$ cat src/ami_pkg.sv
// shared types, constants and sizes for the affine matrix inverse block
`timescale 1ns / 1ps

package ami_pkg;

  localparam int unsigned FracBitsDefault   = 16;
  localparam int unsigned QueueDepthDefault = 2;
  localparam int unsigned ThrW              = 16;
  localparam int unsigned CofW              = 64;
  localparam int unsigned DetW              = 98;
  localparam int unsigned QuotW             = 33;
  localparam int unsigned ElemCount         = 12;
  localparam int unsigned CofCount          = 9;

  typedef struct packed {
    logic signed [31:0] a11;
    logic signed [31:0] a12;
    logic signed [31:0] a13;
    logic signed [31:0] trans_x;
    logic signed [31:0] a21;
    logic signed [31:0] a22;
    logic signed [31:0] a23;
    logic signed [31:0] trans_y;
    logic signed [31:0] a31;
    logic signed [31:0] a32;
    logic signed [31:0] a33;
    logic signed [31:0] trans_z;
  } item_t;

  typedef struct packed {
    logic        [3:0]  element_index;
    logic signed [31:0] element_value;
    logic               singular;
    logic               last;
  } result_t;

  typedef struct packed {
    logic [CofCount-1:0][CofW-1:0] cof;
    logic [DetW-1:0]               mag;
    logic                          dneg;
    logic                          sing;
    logic [2:0][31:0]              t;
  } job_t;

endpackage

$ cat src/ami_fifo.sv
// short job queue between the front and back parts
`timescale 1ns / 1ps

module ami_fifo #(
  parameter int unsigned Depth = ami_pkg::QueueDepthDefault
) (
  input  logic          clk_i,
  input  logic          rst_ni,
  input  logic          push_i,
  output logic          full_o,
  input  ami_pkg::job_t data_i,
  input  logic          pop_i,
  output logic          empty_o,
  output ami_pkg::job_t data_o
);
  import ami_pkg::*;

  localparam int unsigned PtrW = (Depth > 1) ? $clog2(Depth) : 1;
  localparam int unsigned CntW = $clog2(Depth + 1);

  job_t            mem_q [Depth];
  logic [PtrW-1:0] wr_q, wr_d, rd_q, rd_d;
  logic [CntW-1:0] cnt_q, cnt_d;
  logic            do_push, do_pop;

  assign full_o  = (cnt_q == CntW'(Depth));
  assign empty_o = (cnt_q == '0);
  assign do_push = push_i & ~full_o;
  assign do_pop  = pop_i & ~empty_o;
  assign data_o  = mem_q[rd_q];

  always_comb begin
    wr_d  = wr_q;
    rd_d  = rd_q;
    cnt_d = cnt_q;
    if (do_push) begin
      wr_d = (wr_q == PtrW'(Depth - 1)) ? '0 : wr_q + 1'b1;
    end
    if (do_pop) begin
      rd_d = (rd_q == PtrW'(Depth - 1)) ? '0 : rd_q + 1'b1;
    end
    if (do_push && !do_pop) begin
      cnt_d = cnt_q + 1'b1;
    end else if (do_pop && !do_push) begin
      cnt_d = cnt_q - 1'b1;
    end
  end

  always_ff @(posedge clk_i or negedge rst_ni) begin
    if (!rst_ni) begin
      wr_q  <= '0;
      rd_q  <= '0;
      cnt_q <= '0;
    end else begin
      wr_q  <= wr_d;
      rd_q  <= rd_d;
      cnt_q <= cnt_d;
    end
  end

  always_ff @(posedge clk_i) begin
    if (do_push) begin
      mem_q[wr_q] <= data_i;
    end
  end

endmodule

$ cat config.mk
export PLATFORM = sky130hd
export DESIGN_NAME = ami_fifo
export DESIGN_NICKNAME = d
export VERILOG_FILES = /design/src/ami_pkg.sv /design/src/ami_fifo.sv
export SDC_FILE = /design/constraint.sdc
export NUM_CORES = 1
export LEC_CHECK = 0
export ABC_AREA = 1
export BUFFER_PORTS_ARGS = -buffer_cell sky130_fd_sc_hd__buf_2
export CORE_AREA = 4 4 597 599
export DETAILED_ROUTE_END_ITERATION = 10
export DIE_AREA = 0 0 601 603
export REMOVE_ABC_BUFFERS = 1
export SYNTH_ARGS = -nofsm -noshare
export SYNTH_HDL_FRONTEND = slang
export SYNTH_SLANG_ARGS = --single-unit
$ cat constraint.sdc
create_clock -name clk_i -period 34.1 [get_ports clk_i]
set_input_delay 1.705 -clock clk_i [delete_from_list [all_inputs] [get_ports clk_i]]
set_output_delay 1.705 -clock clk_i [all_outputs]
set_load 0.02 [all_outputs]
==> out/qor.txt <==
worst min-delay path category: register to register
initial antenna violation count: 363
Fin. Hold Viols: 0
leakage power: 30.7 nW
Avg Synthesized Cell Area: 14.0 um^2
Max transition margin: 24.5%
Tot GR Track Use: 15.3%
root buffer cell: clkbuf_16
post-synthesis sequential area ratio: 81.8%
Post-Route WL: 291 mm
most frequent cells in the layout: nand2_1 (2,325), buf_2 (1,549), edfxtp_1 (1,544)
slowest cell delay on critical path: 0.91 ns
Routed Antenna Nets: 0
Synth Cell Area: 56,800 um^2
crit path launch: rd_q
WP data required: 32.39 ns
layout cells sized above 1: 31.9%
pre-CTS setup slack: 27.66 ns
Cells after Synth: 4,063
vias post-DR: 38,380
CP Capture Type: primary output
drt wl/cell: 27.7 um
Post-Place Cells: 10,100
CP Launch Type: register
DRC: 0
IO buf count: 1,549
fin crit share: 19.4%
worst path cell trace: clkinv_16 -> buf_4 -> buf_4 -> nand2_1 -> nand2_1 -> buf_2
Post-Layout Cell Count: 10,517
clock sink total: 1,548
worst skew pair latency: 0.88 ns
core area: 351,000 um^2
top achievable clock speed: 151 MHz
Post-CTS Repair Setup Buffers: 0
Cell variety after synth: 17
DR iter-0 viols: 3,149
Clock Path Buffers: 4
GRT Residual Overflow: 0
CP Buf/Inv Count: 4
DR vias/cell: 3.65
Die ar.: 362,000 um^2
row cnt: 218
Final setup viols: 0
Reg2Reg Launch Point: cnt_q[1]
GPL Wtd Cong: 0.913
post-route minimum period: 6.61 ns
HP Start: wr_q
cts hold-fix bufs: 0
max-slew violations: 0
# nets final: 6,448
fin worst setup slack: 27.49 ns
critical path class: register to primary output
commonest non-fill, non-tap cell in the layout: nand2_1
status: complete, no violations
RSZ-0062 raised after global routing: false
CP Data Arrival Time: 4.90 ns
power density cells: 100 nW/um^2
Worst Skew: 0.0540 ns
Slowest cell on crit path: buf_4
Worst Max-Slew Pin Slew: 1.13 ns
total clock buffers created by CTS: 189
vias in the first global route: 35,804
largest net degree at the start of global routing: 244
Max FO, Critical Path: 243
H-tree Lvls: 4
max-cap viol count: 0
register bit total from synthesis: 1,548
CTS tree: done
global-route wire length before repair: 365 mm
Boundary Pins: 1,550
CTS clk-pin slew, worst paths: 0.05 ns
maximum VDD drop: 77.4 uV
starting density of the core: 16.2%
Die Span Y: 603 um
CP top delay family: buffers and inverters
Final HPWL DP: 232 mm
Synthesis Warnings: 0
drt first pass iters: 5
P&R area growth vs syn: 32.9%
final hold slack: 0.485 ns
chip width: 601 um
CTS-repair resized insts: 0
state kept, by name, summed over array words and instances, names as in the netlist:
| signal | flops |
|---|---|
| cnt_q | 2 |
| mem_q | 1544 |
| rd_q | 1 |
| wr_q | 1 |
layer usage:
| layer | up-vias | part of all wire (%) | global-route usage, % |
|---|---|---|---|
| met5 | - | 0.26 | 0 |
| met4 | 110 | 4.4 | 5.98 |
| met3 | 814 | 13 | 8.55 |
| li1 | 17133 | - | - |
| met2 | 2072 | 46 | 24.5 |
| met1 | 18251 | 36 | 16.9 |
kinds of logic (layout without fill, tap and decap cells):
logic type | Yosys count | after routing | synth area share [%]
DFF | 1548 | 1548 | 81.8
other | 0 | 81 | 0
xor gates and xnor gates | 1 | 1 | 0.0154
AOI/OAI and AO/OA | 2 | 2 | 0.0176
and+or+nand+nor | 2332 | 2332 | 15.4
buffers and inverters | 179 | 1932 | 2.69
adders and majority gates | 1 | 1 | 0.0220
worst reg2reg max path: cells and delay by family, from the launching register on:
kind | cells | cell delay, ns
buffers and inverters | 6 | 4.02
flip-flops | 1 | 0.41
AO/OA/AOI/OAI | 1 | 0.17
AND/OR/NAND/NOR | 1 | 0.15
report_power, final:
group	total (W)	switching (W)	internal, W
Sequential	0.00269	0.0000982	0.00260
Clock	0.00200	0.000830	0.00117
Combinational	0.00287	0.00228	0.000593
final timing paths:
path	end	slack [ns]	cells after the start
max in group asynchronous	rd_q	33.11	1
min in group asynchronous	rd_q	0.73	1
max	data_o[168]	27.49	6
min reg2reg	wr_q	0.48	2
min	wr_q	0.48	2
max reg2reg	mem_q[1][240]	28.94	8
synth_stat cells:
cell,instances,area [um^2]
ha_1,1,12.5
buf_6,83,935
inv_1,7,26.3
nand3b_1,1,7.51
nand4_1,1,6.26
inv_8,1,11.3
buf_12,1,20.0
dfrtp_1,4,100
buf_2,76,380
xnor2_1,1,8.76
buf_4,1,7.51
o21ai_0,2,10.0
buf_8,10,150
nand3_1,1,5.00
nand2_1,2325,8730
edfxtp_1,1544,46400
nor2_1,4,15.0
stage by stage:
stage	utilization (%)	setup TNS (ns)	instance area [um^2]	power, W
detailed placement	19.7	0	69200	0.00570
global route	21.5	0	75400	0.00800
global placement	19.7	0	69200	0.00569
finish	21.5	0	75500	0.00757
floorplan	-	-1194.68	55300	0.00496
CTS	21.4	0	75300	0.00774
layout make-up:
type | count | area (um^2)
Fill cell | 37620 | 276000
Sequential cell | 1548 | 46500
Multi-Input combinational cell | 2336 | 8800
Timing Repair Buffer | 1588 | 8110
Tap cell | 4620 | 5780
Clock buffer | 230 | 4930
Clock inverter | 106 | 1130
Antenna cell | 81 | 203
Inverter | 8 | 63.8
Power figures use the tool's default switching activity.
